`config.mk`:
```
export PLATFORM = sky130hd
export DESIGN_NAME = bmp24_stream_to_rgb565_flat
export DESIGN_NICKNAME = d
export VERILOG_FILES = /design/src/sv/bmp_pkg.sv /design/src/sv/bmp_in_if.sv /design/src/sv/bmp_out_if.sv /design/src/sv/bmp_apb_regs.sv /design/src/sv/bmp_parse.sv /design/src/sv/bmp_outreg.sv /design/src/sv/bmp24_stream_to_rgb565.sv /design/src/flat_wrapper.sv
export SDC_FILE = /design/constraint.sdc
export NUM_CORES = 1
export LEC_CHECK = 0
export ABC_AREA = 1
export BUFFER_PORTS_ARGS = -buffer_cell sky130_fd_sc_hd__buf_2
export CAP_MARGIN = 20
export CORE_MARGIN = 2
export CORE_UTILIZATION = 55
export CTS_CLUSTER_DIAMETER = 80
export DETAILED_ROUTE_END_ITERATION = 12
export PLACE_DENSITY_LB_ADDON = 0.1
export SLEW_MARGIN = 20
export SYNTH_ARGS = -nofsm -noshare
export SYNTH_HDL_FRONTEND = slang
export SYNTH_SLANG_ARGS = --single-unit
```
`constraint.sdc`:
```
create_clock -name clk -period 16.75 [get_ports clk]
set_input_delay 2.5125 -clock clk [delete_from_list [all_inputs] [get_ports clk]]
set_output_delay 2.5125 -clock clk [all_outputs]
set_load 0.05 [all_outputs]
```
`src/sv/bmp_pkg.sv`:
```
`timescale 1ns / 1ps
// ----------------------------------------------------------------------------
// bmp_pkg
// Shared types and constants for the BMP 24-bit to RGB565 stream converter.
// ----------------------------------------------------------------------------
package bmp_pkg;

	localparam int BYTE_W  = 8;
	localparam int DIM_W   = 11;
	localparam int COORD_W = 10;
	localparam int COLOR_W = 16;
	localparam int APB_AW  = 3;
	localparam int APB_DW  = 32;

	localparam logic [15:0] BMP_SIGNATURE = 16'h4D42;
	localparam logic [15:0] BMP_PLANES    = 16'd1;
	localparam logic [15:0] BMP_DEPTH     = 16'd24;
	localparam logic [31:0] HEADER_LEN    = 32'd34;

	// header byte positions
	localparam logic [31:0] IDX_SIG_LO   = 32'd0;
	localparam logic [31:0] IDX_SIG_HI   = 32'd1;
	localparam logic [31:0] IDX_OFF_LO   = 32'd10;
	localparam logic [31:0] IDX_OFF_HI   = 32'd13;
	localparam logic [31:0] IDX_W_LO     = 32'd18;
	localparam logic [31:0] IDX_W_HI     = 32'd21;
	localparam logic [31:0] IDX_H_LO     = 32'd22;
	localparam logic [31:0] IDX_H_HI     = 32'd25;
	localparam logic [31:0] IDX_PLN_LO   = 32'd26;
	localparam logic [31:0] IDX_PLN_HI   = 32'd27;
	localparam logic [31:0] IDX_BPP_LO   = 32'd28;
	localparam logic [31:0] IDX_BPP_HI   = 32'd29;
	localparam logic [31:0] IDX_CMP_LO   = 32'd30;
	localparam logic [31:0] IDX_CMP_HI   = 32'd33;

	localparam logic [1:0] LANE_BLUE  = 2'd0;
	localparam logic [1:0] LANE_GREEN = 2'd1;
	localparam logic [1:0] LANE_RED   = 2'd2;

	localparam logic KIND_PIXEL = 1'b0;
	localparam logic KIND_ERROR = 1'b1;

	localparam logic REG_SCREEN_W = 1'b0;
	localparam logic REG_SCREEN_H = 1'b1;

	localparam logic [DIM_W-1:0] SCREEN_W_RST = 11'd320;
	localparam logic [DIM_W-1:0] SCREEN_H_RST = 11'd240;

	typedef enum logic [3:0] {
		PH_HEADER = 4'b0001,
		PH_SKIP   = 4'b0010,
		PH_PIXELS = 4'b0100,
		PH_DONE   = 4'b1000
	} phase_t;

	typedef struct packed {
		logic [DIM_W-1:0] screen_w;
		logic [DIM_W-1:0] screen_h;
	} cfg_t;

	typedef struct packed {
		logic               kind;
		logic [COORD_W-1:0] pixel_x;
		logic [COORD_W-1:0] pixel_y;
		logic [COLOR_W-1:0] color;
	} res_t;

	typedef struct packed {
		logic load;
		logic vld;
		res_t res;
	} res_bus_t;

endpackage

```
`src/sv/bmp_in_if.sv`:
```
`timescale 1ns / 1ps
// ----------------------------------------------------------------------------
// bmp_in_if
// Byte stream channel: one file byte per word plus a start-of-file flag.
// ----------------------------------------------------------------------------
interface bmp_in_if
	import bmp_pkg::*;
	();
	logic              valid;
	logic              ready;
	logic [BYTE_W-1:0] data_byte;
	logic              start_of_file;

	modport source (output valid, output data_byte, output start_of_file, input ready);
	modport sink   (input valid, input data_byte, input start_of_file, output ready);
endinterface

```
`src/sv/bmp_out_if.sv`:
```
`timescale 1ns / 1ps
// ----------------------------------------------------------------------------
// bmp_out_if
// Result channel: RGB565 pixel with screen coordinates, or a header error.
// ----------------------------------------------------------------------------
interface bmp_out_if
	import bmp_pkg::*;
	();
	logic               valid;
	logic               ready;
	logic               kind;
	logic [COORD_W-1:0] pixel_x;
	logic [COORD_W-1:0] pixel_y;
	logic [COLOR_W-1:0] color;

	modport source (output valid, output kind, output pixel_x, output pixel_y,
		output color, input ready);
	modport sink   (input valid, input kind, input pixel_x, input pixel_y,
		input color, output ready);
endinterface

```
`src/sv/bmp_apb_regs.sv`:
```
`timescale 1ns / 1ps
// ----------------------------------------------------------------------------
// bmp_apb_regs
// APB register file holding the screen width and height used for cropping.
// ----------------------------------------------------------------------------
module bmp_apb_regs
	import bmp_pkg::*;
(
	input  logic              clk,
	input  logic              arst_n,
	input  logic              psel,
	input  logic              penable,
	input  logic              pwrite,
	input  logic [APB_AW-1:0] paddr,
	input  logic [APB_DW-1:0] pwdata,
	output logic [APB_DW-1:0] prdata,
	output logic              pready,
	output cfg_t              cfg
);

	logic [DIM_W-1:0] screen_w_q;
	logic [DIM_W-1:0] screen_h_q;
	logic             wr_en;

	assign pready = 1'b1;
	assign wr_en  = psel & penable & pwrite;

	always_ff @(posedge clk or negedge arst_n) begin
		if (!arst_n) begin
			screen_w_q <= SCREEN_W_RST;
			screen_h_q <= SCREEN_H_RST;
		end else if (wr_en) begin
			unique case (paddr[2])
				REG_SCREEN_W: screen_w_q <= pwdata[DIM_W-1:0];
				REG_SCREEN_H: screen_h_q <= pwdata[DIM_W-1:0];
				default: ;
			endcase
		end
	end

	always_comb begin
		unique case (paddr[2])
			REG_SCREEN_W: prdata = {{(APB_DW-DIM_W){1'b0}}, screen_w_q};
			REG_SCREEN_H: prdata = {{(APB_DW-DIM_W){1'b0}}, screen_h_q};
			default:      prdata = '0;
		endcase
	end

	assign cfg.screen_w = screen_w_q;
	assign cfg.screen_h = screen_h_q;

endmodule

```
`src/sv/bmp_parse.sv`:
```
`timescale 1ns / 1ps
// ----------------------------------------------------------------------------
// bmp_parse
// Input word register and single-pass BMP parser: header checks, offset skip,
// padded row walk, cropping and RGB565 packing.
// ----------------------------------------------------------------------------
module bmp_parse
	import bmp_pkg::*;
#(
	parameter int MAX_SCREEN_DIM = 1024
)(
	input  logic     clk,
	input  logic     arst_n,
	bmp_in_if.sink   in_ch,
	input  cfg_t     cfg,
	input  logic     out_free,
	output res_bus_t bus
);

	localparam int MD_W = $clog2(MAX_SCREEN_DIM + 1);
	localparam int CW   = (MD_W > DIM_W) ? MD_W : DIM_W;
	localparam logic [CW-1:0] MAX_DIM = CW'(MAX_SCREEN_DIM);

	// input stage
	logic              valid_s1;
	logic [BYTE_W-1:0] data_s1;
	logic              sof_s1;
	logic              advance;

	// parser state
	phase_t      phase_q, phase_c, phase_n;
	logic [31:0] byte_cnt_q, byte_cnt_c, byte_cnt_n;
	logic [31:0] pix_off_q, pix_off_c, pix_off_n;
	logic [31:0] img_w_q, img_w_c, img_w_n;
	logic [31:0] img_h_q, img_h_c, img_h_n;
	logic [31:0] mag_q, mag_c, mag_n;
	logic        top_down_q, top_down_c, top_down_n;
	logic [31:0] file_row_q, file_row_c, file_row_n;
	logic [30:0] col_q, col_c, col_n;
	logic [1:0]  lane_q, lane_c, lane_n;
	logic        in_pad_q, in_pad_c, in_pad_n;
	logic [1:0]  pad_q, pad_c, pad_n;
	logic [15:0] held_q, held_c, held_n;
	logic        nz_q, nz_c, nz_n;

	logic [1:0]    fld_lane;
	logic          nz_hdr;
	logic [31:0]   h_mag;
	logic [CW-1:0] wc, hc;
	logic [31:0]   y_pos;
	logic [30:0]   col_inc;
	logic [31:0]   row_inc;
	logic          row_end;
	logic          res_vld;
	res_t          res;

	assign advance     = valid_s1 & out_free;
	assign in_ch.ready = ~valid_s1 | advance;

	always_ff @(posedge clk or negedge arst_n) begin
		if (!arst_n) begin
			valid_s1 <= 1'b0;
		end else if (in_ch.valid && in_ch.ready) begin
			valid_s1 <= 1'b1;
		end else if (advance) begin
			valid_s1 <= 1'b0;
		end
	end

	always_ff @(posedge clk) begin
		if (in_ch.valid && in_ch.ready) begin
			data_s1 <= in_ch.data_byte;
			sof_s1  <= in_ch.start_of_file;
		end
	end

	// start of file clears the parser before the word is used
	always_comb begin
		if (sof_s1) begin
			phase_c    = PH_HEADER;
			byte_cnt_c = '0;
			pix_off_c  = '0;
			img_w_c    = '0;
			img_h_c    = '0;
			mag_c      = '0;
			top_down_c = 1'b0;
			file_row_c = '0;
			col_c      = '0;
			lane_c     = LANE_BLUE;
			in_pad_c   = 1'b0;
			pad_c      = '0;
			held_c     = '0;
			nz_c       = 1'b0;
		end else begin
			phase_c    = phase_q;
			byte_cnt_c = byte_cnt_q;
			pix_off_c  = pix_off_q;
			img_w_c    = img_w_q;
			img_h_c    = img_h_q;
			mag_c      = mag_q;
			top_down_c = top_down_q;
			file_row_c = file_row_q;
			col_c      = col_q;
			lane_c     = lane_q;
			in_pad_c   = in_pad_q;
			pad_c      = pad_q;
			held_c     = held_q;
			nz_c       = nz_q;
		end
	end

	assign wc = ({{(CW-DIM_W){1'b0}}, cfg.screen_w} > MAX_DIM) ? MAX_DIM
		: CW'(cfg.screen_w);
	assign hc = ({{(CW-DIM_W){1'b0}}, cfg.screen_h} > MAX_DIM) ? MAX_DIM
		: CW'(cfg.screen_h);

	assign fld_lane = byte_cnt_c[1:0] ^ 2'b10;
	assign nz_hdr   = ((byte_cnt_c == IDX_CMP_LO) ? 1'b0 : nz_c) | (data_s1 != '0);
	assign h_mag    = img_h_c[31] ? (32'd0 - img_h_c) : img_h_c;
	assign y_pos    = top_down_c ? file_row_c : (mag_c - 32'd1 - file_row_c);
	assign col_inc  = col_c + 31'd1;
	assign row_inc  = file_row_c + 32'd1;

	always_comb begin
		phase_n    = phase_c;
		byte_cnt_n = byte_cnt_c;
		pix_off_n  = pix_off_c;
		img_w_n    = img_w_c;
		img_h_n    = img_h_c;
		mag_n      = mag_c;
		top_down_n = top_down_c;
		file_row_n = file_row_c;
		col_n      = col_c;
		lane_n     = lane_c;
		in_pad_n   = in_pad_c;
		pad_n      = pad_c;
		held_n     = held_c;
		nz_n       = nz_c;
		row_end    = 1'b0;
		res_vld    = 1'b0;
		res        = '0;

		unique case (phase_c)
			PH_HEADER: begin
				byte_cnt_n = byte_cnt_c + 32'd1;
				if (byte_cnt_c == IDX_SIG_LO || byte_cnt_c == IDX_PLN_LO
					|| byte_cnt_c == IDX_BPP_LO) begin
					held_n = {8'h00, data_s1};
				end else if (byte_cnt_c == IDX_SIG_HI || byte_cnt_c == IDX_PLN_HI
					|| byte_cnt_c == IDX_BPP_HI) begin
					held_n = {data_s1, held_c[7:0]};
					if ((byte_cnt_c == IDX_SIG_HI && held_n != BMP_SIGNATURE)
						|| (byte_cnt_c == IDX_PLN_HI && held_n != BMP_PLANES)
						|| (byte_cnt_c == IDX_BPP_HI && held_n != BMP_DEPTH)) begin
						phase_n  = PH_DONE;
						res_vld  = 1'b1;
						res.kind = KIND_ERROR;
					end
				end else if (byte_cnt_c >= IDX_OFF_LO && byte_cnt_c <= IDX_OFF_HI) begin
					pix_off_n[{fld_lane, 3'b000} +: 8] = data_s1;
				end else if (byte_cnt_c >= IDX_W_LO && byte_cnt_c <= IDX_W_HI) begin
					img_w_n[{fld_lane, 3'b000} +: 8] = data_s1;
				end else if (byte_cnt_c >= IDX_H_LO && byte_cnt_c <= IDX_H_HI) begin
					img_h_n[{fld_lane, 3'b000} +: 8] = data_s1;
				end else if (byte_cnt_c >= IDX_CMP_LO && byte_cnt_c <= IDX_CMP_HI) begin
					nz_n = nz_hdr;
					if (byte_cnt_c == IDX_CMP_HI) begin
						if (nz_hdr) begin
							phase_n  = PH_DONE;
							res_vld  = 1'b1;
							res.kind = KIND_ERROR;
						end else begin
							held_n     = '0;
							top_down_n = img_h_c[31];
							mag_n      = h_mag;
							if (img_w_c == '0 || img_w_c[31] || img_h_c == '0) begin
								phase_n = PH_DONE;
							end else if (pix_off_c <= HEADER_LEN) begin
								phase_n = PH_PIXELS;
							end else begin
								phase_n = PH_SKIP;
							end
						end
					end
				end
			end
			PH_SKIP: begin
				if (byte_cnt_c != '1) begin
					byte_cnt_n = byte_cnt_c + 32'd1;
				end
				if (({1'b0, byte_cnt_c} + 33'd1 >= {1'b0, pix_off_c})
					|| byte_cnt_c == '1) begin
					phase_n = PH_PIXELS;
				end
			end
			PH_PIXELS: begin
				if (!in_pad_c) begin
					case (lane_c)
						LANE_BLUE: begin
							held_n = {held_c[15:8], data_s1};
							lane_n = LANE_GREEN;
						end
						LANE_GREEN: begin
							held_n = {data_s1, held_c[7:0]};
							lane_n = LANE_RED;
						end
						default: begin
							if ({1'b0, col_c} < {{(32-CW){1'b0}}, wc}
								&& y_pos < {{(32-CW){1'b0}}, hc}) begin
								res_vld     = 1'b1;
								res.kind    = KIND_PIXEL;
								res.pixel_x = col_c[COORD_W-1:0];
								res.pixel_y = y_pos[COORD_W-1:0];
								res.color   = {data_s1[7:3], held_c[15:10], held_c[7:3]};
							end
							lane_n = LANE_BLUE;
							col_n  = col_inc;
							if ({1'b0, col_inc} == img_w_c) begin
								if (img_w_c[1:0] == 2'd0) begin
									row_end = 1'b1;
								end else begin
									in_pad_n = 1'b1;
									pad_n    = '0;
								end
							end
						end
					endcase
				end else begin
					pad_n = pad_c + 2'd1;
					if (pad_n == img_w_c[1:0]) begin
						row_end = 1'b1;
					end
				end
				if (row_end) begin
					col_n      = '0;
					lane_n     = LANE_BLUE;
					in_pad_n   = 1'b0;
					pad_n      = '0;
					file_row_n = row_inc;
					if (row_inc >= mag_c) begin
						phase_n = PH_DONE;
					end
				end
			end
			PH_DONE: ;
			default: ;
		endcase
	end

	always_ff @(posedge clk or negedge arst_n) begin
		if (!arst_n) begin
			phase_q    <= PH_HEADER;
			byte_cnt_q <= '0;
			pix_off_q  <= '0;
			img_w_q    <= '0;
			img_h_q    <= '0;
			mag_q      <= '0;
			top_down_q <= 1'b0;
			file_row_q <= '0;
			col_q      <= '0;
			lane_q     <= LANE_BLUE;
			in_pad_q   <= 1'b0;
			pad_q      <= '0;
			held_q     <= '0;
			nz_q       <= 1'b0;
		end else if (advance) begin
			phase_q    <= phase_n;
			byte_cnt_q <= byte_cnt_n;
			pix_off_q  <= pix_off_n;
			img_w_q    <= img_w_n;
			img_h_q    <= img_h_n;
			mag_q      <= mag_n;
			top_down_q <= top_down_n;
			file_row_q <= file_row_n;
			col_q      <= col_n;
			lane_q     <= lane_n;
			in_pad_q   <= in_pad_n;
			pad_q      <= pad_n;
			held_q     <= held_n;
			nz_q       <= nz_n;
		end
	end

	assign bus.load = advance;
	assign bus.vld  = res_vld;
	assign bus.res  = res;

	a_pix_geometry: assert property (@(posedge clk) disable iff (!arst_n)
		(phase_q == PH_PIXELS) |-> (img_w_q != '0 && !img_w_q[31] && mag_q != '0))
		else $error("pixel phase entered with empty geometry");

	a_row_in_range: assert property (@(posedge clk) disable iff (!arst_n)
		(phase_q == PH_PIXELS) |-> (file_row_q < mag_q))
		else $error("file row beyond image height");

	a_lane_range: assert property (@(posedge clk) disable iff (!arst_n)
		(phase_q == PH_PIXELS) |-> (lane_q != 2'd3))
		else $error("byte lane out of range");

	a_pad_range: assert property (@(posedge clk) disable iff (!arst_n)
		in_pad_q |-> (pad_q < img_w_q[1:0] && lane_q == LANE_BLUE))
		else $error("row padding count out of range");

	a_pixel_src: assert property (@(posedge clk) disable iff (!arst_n)
		(bus.load && bus.vld && bus.res.kind == KIND_PIXEL)
			|-> (phase_c == PH_PIXELS && lane_c == LANE_RED && !in_pad_c))
		else $error("pixel word produced outside red byte");

endmodule

```
`src/sv/bmp_outreg.sv`:
```
`timescale 1ns / 1ps
// ----------------------------------------------------------------------------
// bmp_outreg
// Result register driving the output channel.
// ----------------------------------------------------------------------------
module bmp_outreg
	import bmp_pkg::*;
(
	input  logic      clk,
	input  logic      arst_n,
	input  res_bus_t  bus,
	output logic      out_free,
	bmp_out_if.source out_ch
);

	logic valid_s2;
	res_t res_s2;

	assign out_free = ~valid_s2 | out_ch.ready;

	always_ff @(posedge clk or negedge arst_n) begin
		if (!arst_n) begin
			valid_s2 <= 1'b0;
		end else if (bus.load) begin
			valid_s2 <= bus.vld;
		end else if (out_ch.ready) begin
			valid_s2 <= 1'b0;
		end
	end

	always_ff @(posedge clk) begin
		if (bus.load && bus.vld) begin
			res_s2 <= bus.res;
		end
	end

	assign out_ch.valid   = valid_s2;
	assign out_ch.kind    = res_s2.kind;
	assign out_ch.pixel_x = res_s2.pixel_x;
	assign out_ch.pixel_y = res_s2.pixel_y;
	assign out_ch.color   = res_s2.color;

endmodule

```
`src/sv/bmp24_stream_to_rgb565.sv`:
```
`timescale 1ns / 1ps
// ----------------------------------------------------------------------------
// bmp24_stream_to_rgb565
// Parses a 24-bit BMP byte stream and emits cropped RGB565 pixels with
// screen coordinates, or one error word for a rejected header.
// ----------------------------------------------------------------------------
//  channel  | dir | handshake       | payload
//  in_ch    | in  | valid/ready     | data_byte[7:0], start_of_file
//  out_ch   | out | valid/ready     | kind, pixel_x[9:0], pixel_y[9:0], color[15:0]
//  apb      | in  | psel/penable    | paddr[2:0], pwdata[31:0], prdata[31:0]
//
//  One byte per cycle unless out_ch stalls; input register, then result register.
//  Parsing is a single combinational pass between the input and result registers.
//  Reset: asynchronous, parser returns to header state, screen size 320x240.
//  A stalled result word holds the input register; the input side then stalls.
// ----------------------------------------------------------------------------
module bmp24_stream_to_rgb565
	import bmp_pkg::*;
#(
	parameter int MAX_SCREEN_DIM = 1024
)(
	input  logic              clk,
	input  logic              arst_n,
	bmp_in_if.sink            in_ch,
	bmp_out_if.source         out_ch,
	input  logic              psel,
	input  logic              penable,
	input  logic              pwrite,
	input  logic [APB_AW-1:0] paddr,
	input  logic [APB_DW-1:0] pwdata,
	output logic [APB_DW-1:0] prdata,
	output logic              pready
);

	cfg_t     cfg;
	res_bus_t bus;
	logic     out_free;

	bmp_apb_regs u_regs (
		.clk     (clk),
		.arst_n  (arst_n),
		.psel    (psel),
		.penable (penable),
		.pwrite  (pwrite),
		.paddr   (paddr),
		.pwdata  (pwdata),
		.prdata  (prdata),
		.pready  (pready),
		.cfg     (cfg)
	);

	bmp_parse #(
		.MAX_SCREEN_DIM (MAX_SCREEN_DIM)
	) u_parse (
		.clk      (clk),
		.arst_n   (arst_n),
		.in_ch    (in_ch),
		.cfg      (cfg),
		.out_free (out_free),
		.bus      (bus)
	);

	bmp_outreg u_out (
		.clk      (clk),
		.arst_n   (arst_n),
		.bus      (bus),
		.out_free (out_free),
		.out_ch   (out_ch)
	);

endmodule

```
`src/flat_wrapper.sv`:
```
// flat-port wrapper written by rule: the top's interface ports become plain ports
module bmp24_stream_to_rgb565_flat import bmp_pkg::*;
#(
	parameter int MAX_SCREEN_DIM = 1024
)
  (clk, arst_n, psel, penable, pwrite, paddr, pwdata, prdata, pready, in_ch_valid, in_ch_data_byte, in_ch_start_of_file, in_ch_ready, out_ch_valid, out_ch_kind, out_ch_pixel_x, out_ch_pixel_y, out_ch_color, out_ch_ready);
  bmp_in_if in_ch_i ();
  bmp_out_if out_ch_i ();
  input  logic clk;
  input  logic arst_n;
  input  logic psel;
  input  logic penable;
  input  logic pwrite;
  input  logic [APB_AW-1:0] paddr;
  input  logic [APB_DW-1:0] pwdata;
  output logic [APB_DW-1:0] prdata;
  output logic pready;
  input wire logic [$bits(in_ch_i.valid)-1:0] in_ch_valid;
  input wire logic [$bits(in_ch_i.data_byte)-1:0] in_ch_data_byte;
  input wire logic [$bits(in_ch_i.start_of_file)-1:0] in_ch_start_of_file;
  output wire logic [$bits(in_ch_i.ready)-1:0] in_ch_ready;
  output wire logic [$bits(out_ch_i.valid)-1:0] out_ch_valid;
  output wire logic [$bits(out_ch_i.kind)-1:0] out_ch_kind;
  output wire logic [$bits(out_ch_i.pixel_x)-1:0] out_ch_pixel_x;
  output wire logic [$bits(out_ch_i.pixel_y)-1:0] out_ch_pixel_y;
  output wire logic [$bits(out_ch_i.color)-1:0] out_ch_color;
  input wire logic [$bits(out_ch_i.ready)-1:0] out_ch_ready;
  assign in_ch_i.valid = in_ch_valid;
  assign in_ch_i.data_byte = in_ch_data_byte;
  assign in_ch_i.start_of_file = in_ch_start_of_file;
  assign in_ch_ready = in_ch_i.ready;
  assign out_ch_valid = out_ch_i.valid;
  assign out_ch_kind = out_ch_i.kind;
  assign out_ch_pixel_x = out_ch_i.pixel_x;
  assign out_ch_pixel_y = out_ch_i.pixel_y;
  assign out_ch_color = out_ch_i.color;
  assign out_ch_i.ready = out_ch_ready;
  bmp24_stream_to_rgb565 #(.MAX_SCREEN_DIM(MAX_SCREEN_DIM)) u_core (.clk(clk), .arst_n(arst_n), .in_ch(in_ch_i), .out_ch(out_ch_i), .psel(psel), .penable(penable), .pwrite(pwrite), .paddr(paddr), .pwdata(pwdata), .prdata(prdata), .pready(pready));
endmodule
```
==> run_results.csv <==
group,metric,value,unit
run_status,status,"finished clean",
power_and_ir_drop,pwr_density_cell,90.16,nW/um^2
clock_network,cts_buffers,39,
power_and_ir_drop,p_comb_share,30.2,%
clock_network,clkSinkCount,318,
worst_setup_path,setup.worst_path.end,"u_core.u_out.out_ch.pixel_x[9]$_SDFFCE_PP0P_",
clock_network,clock_latency,0.58,ns
worst_setup_path,rrSetupSlack,10.31,ns
sta,maxSlewViolCount,0,
synthesis,synth_area,26620,sq um
worst_setup_path,required,16.98,ns
sta,fmaxAchievable,155.3,MHz
finish,stdcell_area,28340,sq um
grt,grt_pass1_wl,132.4,mm
sta,worstMarginPinSlew,1.149,ns
power_and_ir_drop,seqPwrFrac,36.0,%
worst_setup_path,reg2reg_depth,35,
clock_network,cts_hold_buffers,0,
sta,finalCriticalPeriod,6.438,ns
synthesis,async_flop_share,85.53,%
placement,dp_cells,4603,
placement,gp_congestion,0.9918,
clock_network,cts_tree,"done",
worst_setup_path,cp-startpoint,"u_core.u_parse.sof_s1$_DFFE_PP_",
floorplan,fp.dieW,224.0,um
clock_network,root_buffer,"clkbuf_16",
power_and_ir_drop,peakVddDrop,91.09,uV
clock_network,post-cts-setup-buffers,0,
sta,setup_viol,0,
worst_setup_path,slowest_delay,0.49,ns
floorplan,num_io_pins,123,
finish,final_nets,4190,
sta,max-slew-margin-rel,23.13,%
worst_setup_path,crit_fanout,66,
route,wl,83.70,mm
power_and_ir_drop,p_leak,13.93,nW
synthesis,synth-seq-cells,318,
worst_setup_path,slowest_stage,"a21oi_1",
synthesis,synth_edf_count,46,
clock_network,cts_resized,0,
placement,hpwl,61.74,mm
route,wl_per_cell,17.91,um
finish,syn_to_final_growth,6.448,%
route,firstDrtPassIters,6,
grt,antenna_found_initial,0,
clock_network,cts_htree_levels,2,
finish,insertedDiodeCount,0,
grt,grt_max_degree,176,
power_and_ir_drop,power,0.002555,W
synthesis,avgSynthCellArea,6.570,sq um
worst_setup_path,cpMostUsedCell,"nand2_1",
placement,io_buffers,77,
finish,final_cells,4673,
clock_network,path_clk_slew,0.06,ns
worst_setup_path,endpoint_kind,"flop",
synthesis,synth_cell_types,74,
power_and_ir_drop,clock_power_share,33.8,%
clock_network,clockBufferDepth,3,
synthesis,yosysWarnings,0,
sta,hold_viol,0,
worst_setup_path,cp.arrival,6.67,ns
placement,placed_area,27070,sq um
floorplan,start_util,55.76,%
grt,grt_overflow,0,
power_and_ir_drop,p_switching,0.0009638,W
worst_setup_path,rr_startpoint,"u_core.u_parse.sof_s1$_DFFE_PP_",
power_and_ir_drop,p_int,0.001591,W
grt,grt_pass1_vias,24440,
worst_setup_path,timing.rr.end,"u_core.u_out.out_ch.pixel_x[9]$_SDFFCE_PP0P_",
route,ant_nets,0,
synthesis,ys_seq_area_share,30.79,%
sta,fin_crit_sh,38.44,%
worst_hold_path,hp-class,"flop to flop",
worst_setup_path,cp-start-kind,"flop",
synthesis,syn_inst,4052,
route,drc,0,
sta,rsz0062_at_grt,"no",
route,vias,26990,
floorplan,die_y,224.0,um
floorplan,die_area,50180,sq um
floorplan,rows,80,
floorplan,core_area,47750,sq um
sta,finalSetupTns,0,ns
worst_setup_path,critical_path_class,"flop to flop",
synthesis,ys.flop_type,"dfrtp_1",
finish,drive_gt1_share,6.235,%
route,viasPerCell,5.775,
power_and_ir_drop,p_sw_share,37.72,%
run,max_cap_viol_count,0,
sta,clock_skew,0.02233,ns
grt,grt_usage,32.98,%
route,drtIter0Drc,2704,
[layer usage]
| layer | track usage [%] | vias up | wire length, um |
|---|---|---|---|
| met5 | 0 | - | 0 |
| met4 | 13.51 | 0 | 3388 |
| met3 | 4.538 | 189 | 5880 |
| met2 | 51.74 | 1018 | 37420 |
| met1 | 45.91 | 12450 | 37010 |
| li1 | - | 13330 | - |
[cell type report]
class	instances	area, sq um
Clock inverter	18	185.2
Clock buffer	52	1086
Inverter	571	2156
Tap cell	615	769.5
Fill cell	4761	19410
Timing Repair Buffer	97	570.5
Multi-Input combinational cell	3002	15370
Sequential cell	318	8197
[per-stage QoR]
| stage | hold WS, ns | worst slack (ns) | util (%) |
|---|---|---|---|
| floorplan | 0.4481 | 10.45 | - |
| global placement | 0.4565 | 10.48 | 56.69 |
| detailed placement | 0.4653 | 10.39 | 56.69 |
| CTS | 0.4780 | 10.36 | 59.35 |
| global route | 0.4839 | 9.861 | 59.35 |
| finish | 0.4784 | 10.31 | 59.35 |
[layout by cell type (no fill, tap or decap), drive strengths merged, types with 3 or more instances in the layout]
cell	n
a211oi	11
a21boi	5
a21o	4
a21oi	257
a221oi	22
a22o	10
a22oi	35
a311oi	3
a31oi	37
and2	3
buf	97
bufinv	3
clkbuf	52
clkinv	16
conb	22
dfrtp	265
dfstp	7
edfxtp	46
ha	110
inv	568
nand2	963
nand3	218
nand3b	16
nand4	89
nor2	578
nor3	63
nor4	26
o2111ai	11
o211ai	46
o21a	3
o21ai	323
o21bai	8
o221ai	12
o22ai	28
o31ai	5
or2	6
xnor2	7
xor2	66
[cell usage after synthesis (4+ instances only)]
cell / number / area share (%)
o221ai_1: 12 / 0.39
o211ai_1: 46 / 1.3
a22o_1: 10 / 0.33
nand4_1: 86 / 2.0
ha_1: 110 / 5.2
or2_2: 4 / 0.094
o21ai_0: 286 / 5.4
nor2_4: 13 / 0.55
edfxtp_1: 46 / 5.2
dfstp_2: 7 / 0.69
xor2_1: 66 / 2.2
nand3b_1: 16 / 0.45
o21ai_1: 35 / 0.66
a22oi_1: 34 / 0.96
nand3_1: 213 / 4.0
buf_1: 21 / 0.30
a31oi_1: 37 / 0.87
nor3_2: 5 / 0.19
inv_1: 557 / 7.9
a21o_1: 4 / 0.11
dfrtp_1: 265 / 25
xnor2_1: 7 / 0.23
buf_6: 20 / 0.85
nand2_1: 948 / 13
a21boi_0: 4 / 0.11
o2111ai_1: 11 / 0.36
nand3_2: 4 / 0.15
clkbuf_1: 84 / 1.2
nor4_1: 24 / 0.56
a21oi_1: 256 / 4.8
buf_2: 25 / 0.47
inv_2: 9 / 0.13
o21bai_1: 8 / 0.23
nor2_1: 542 / 7.6
clkinv_1: 4 / 0.056
nand2_2: 13 / 0.31
o22ai_1: 27 / 0.63
nor2_2: 23 / 0.54
a221oi_1: 22 / 0.72
o31ai_1: 5 / 0.14
buf_4: 29 / 0.82
nor3_1: 57 / 1.1
a211oi_1: 11 / 0.31
[critical path: cells and delay by family, from the launching register on]
kind | cells | cell delay (ns)
flip-flops | 1 | 0.48
AND/OR/NAND/NOR | 20 | 2.06
adder cells (fa/ha/maj) | 2 | 0.49
buffers and inverters | 8 | 1.87
AO/OA/AOI/OAI | 5 | 1.08
[how the worst min path moves through the flow]
stage	start	to	slack [ns]	cells past startpoint
2_1_floorplan	u_core.u_parse.phase_q[0]$_DFFE_PN1P_	u_core.u_parse.phase_q[0]$_DFFE_PN1P_	0.45	2
3_3_place_gp	u_core.u_parse.phase_q[0]$_DFFE_PN1P_	u_core.u_parse.phase_q[0]$_DFFE_PN1P_	0.46	2
3_5_place_dp	u_core.u_parse.img_h_q[18]$_DFFE_PN0P_	u_core.u_parse.img_h_q[18]$_DFFE_PN0P_	0.47	2
4_1_cts	u_core.u_parse.phase_q[0]$_DFFE_PN1P_	u_core.u_parse.phase_q[0]$_DFFE_PN1P_	0.48	2
5_1_grt	u_core.u_parse.phase_q[0]$_DFFE_PN1P_	u_core.u_parse.phase_q[0]$_DFFE_PN1P_	0.48	2
6_report	u_core.u_parse.phase_q[0]$_DFFE_PN1P_	u_core.u_parse.phase_q[0]$_DFFE_PN1P_	0.48	2
[power groups by stage]
stage	clock [W]	sequential [W]	combinational [W]
6_report	0.000863	0.000919	0.000773
3_5_place_dp	0	0.000931	0.000756
2_1_floorplan	0	0.000916	0.000567
3_3_place_gp	0	0.000929	0.000749
4_1_cts	0.000875	0.000917	0.000760
5_1_grt	0.000902	0.000928	0.000861
[flip-flops by register name (all words and copies together), names as in the netlist, 14 cells and up]
register / flops
u_core.u_out.out_ch.color: 16
u_core.u_parse.byte_cnt_q: 32
u_core.u_parse.pix_off_q: 32
u_core.u_parse.img_w_q: 32
u_core.u_parse.img_h_q: 32
u_core.u_parse.mag_q: 32
u_core.u_parse.held_q: 14
u_core.u_parse.col_q: 31
u_core.u_parse.file_row_q: 32
[logic make-up (layout without fill, tap and decap cells)]
logic type      after synthesis  in the layout  synth area share [%]
compound gates              828            828                 18.03
simple gates               1968           1968                 31.70
other cells                   2             22               0.02821
flops                       318            318                 30.79
fa+ha+maj                   110            110                 5.170
buf+inv                     752            738                 11.79
xor+xnor                     74             74                 2.491
Power figures use the tool's default switching activity.
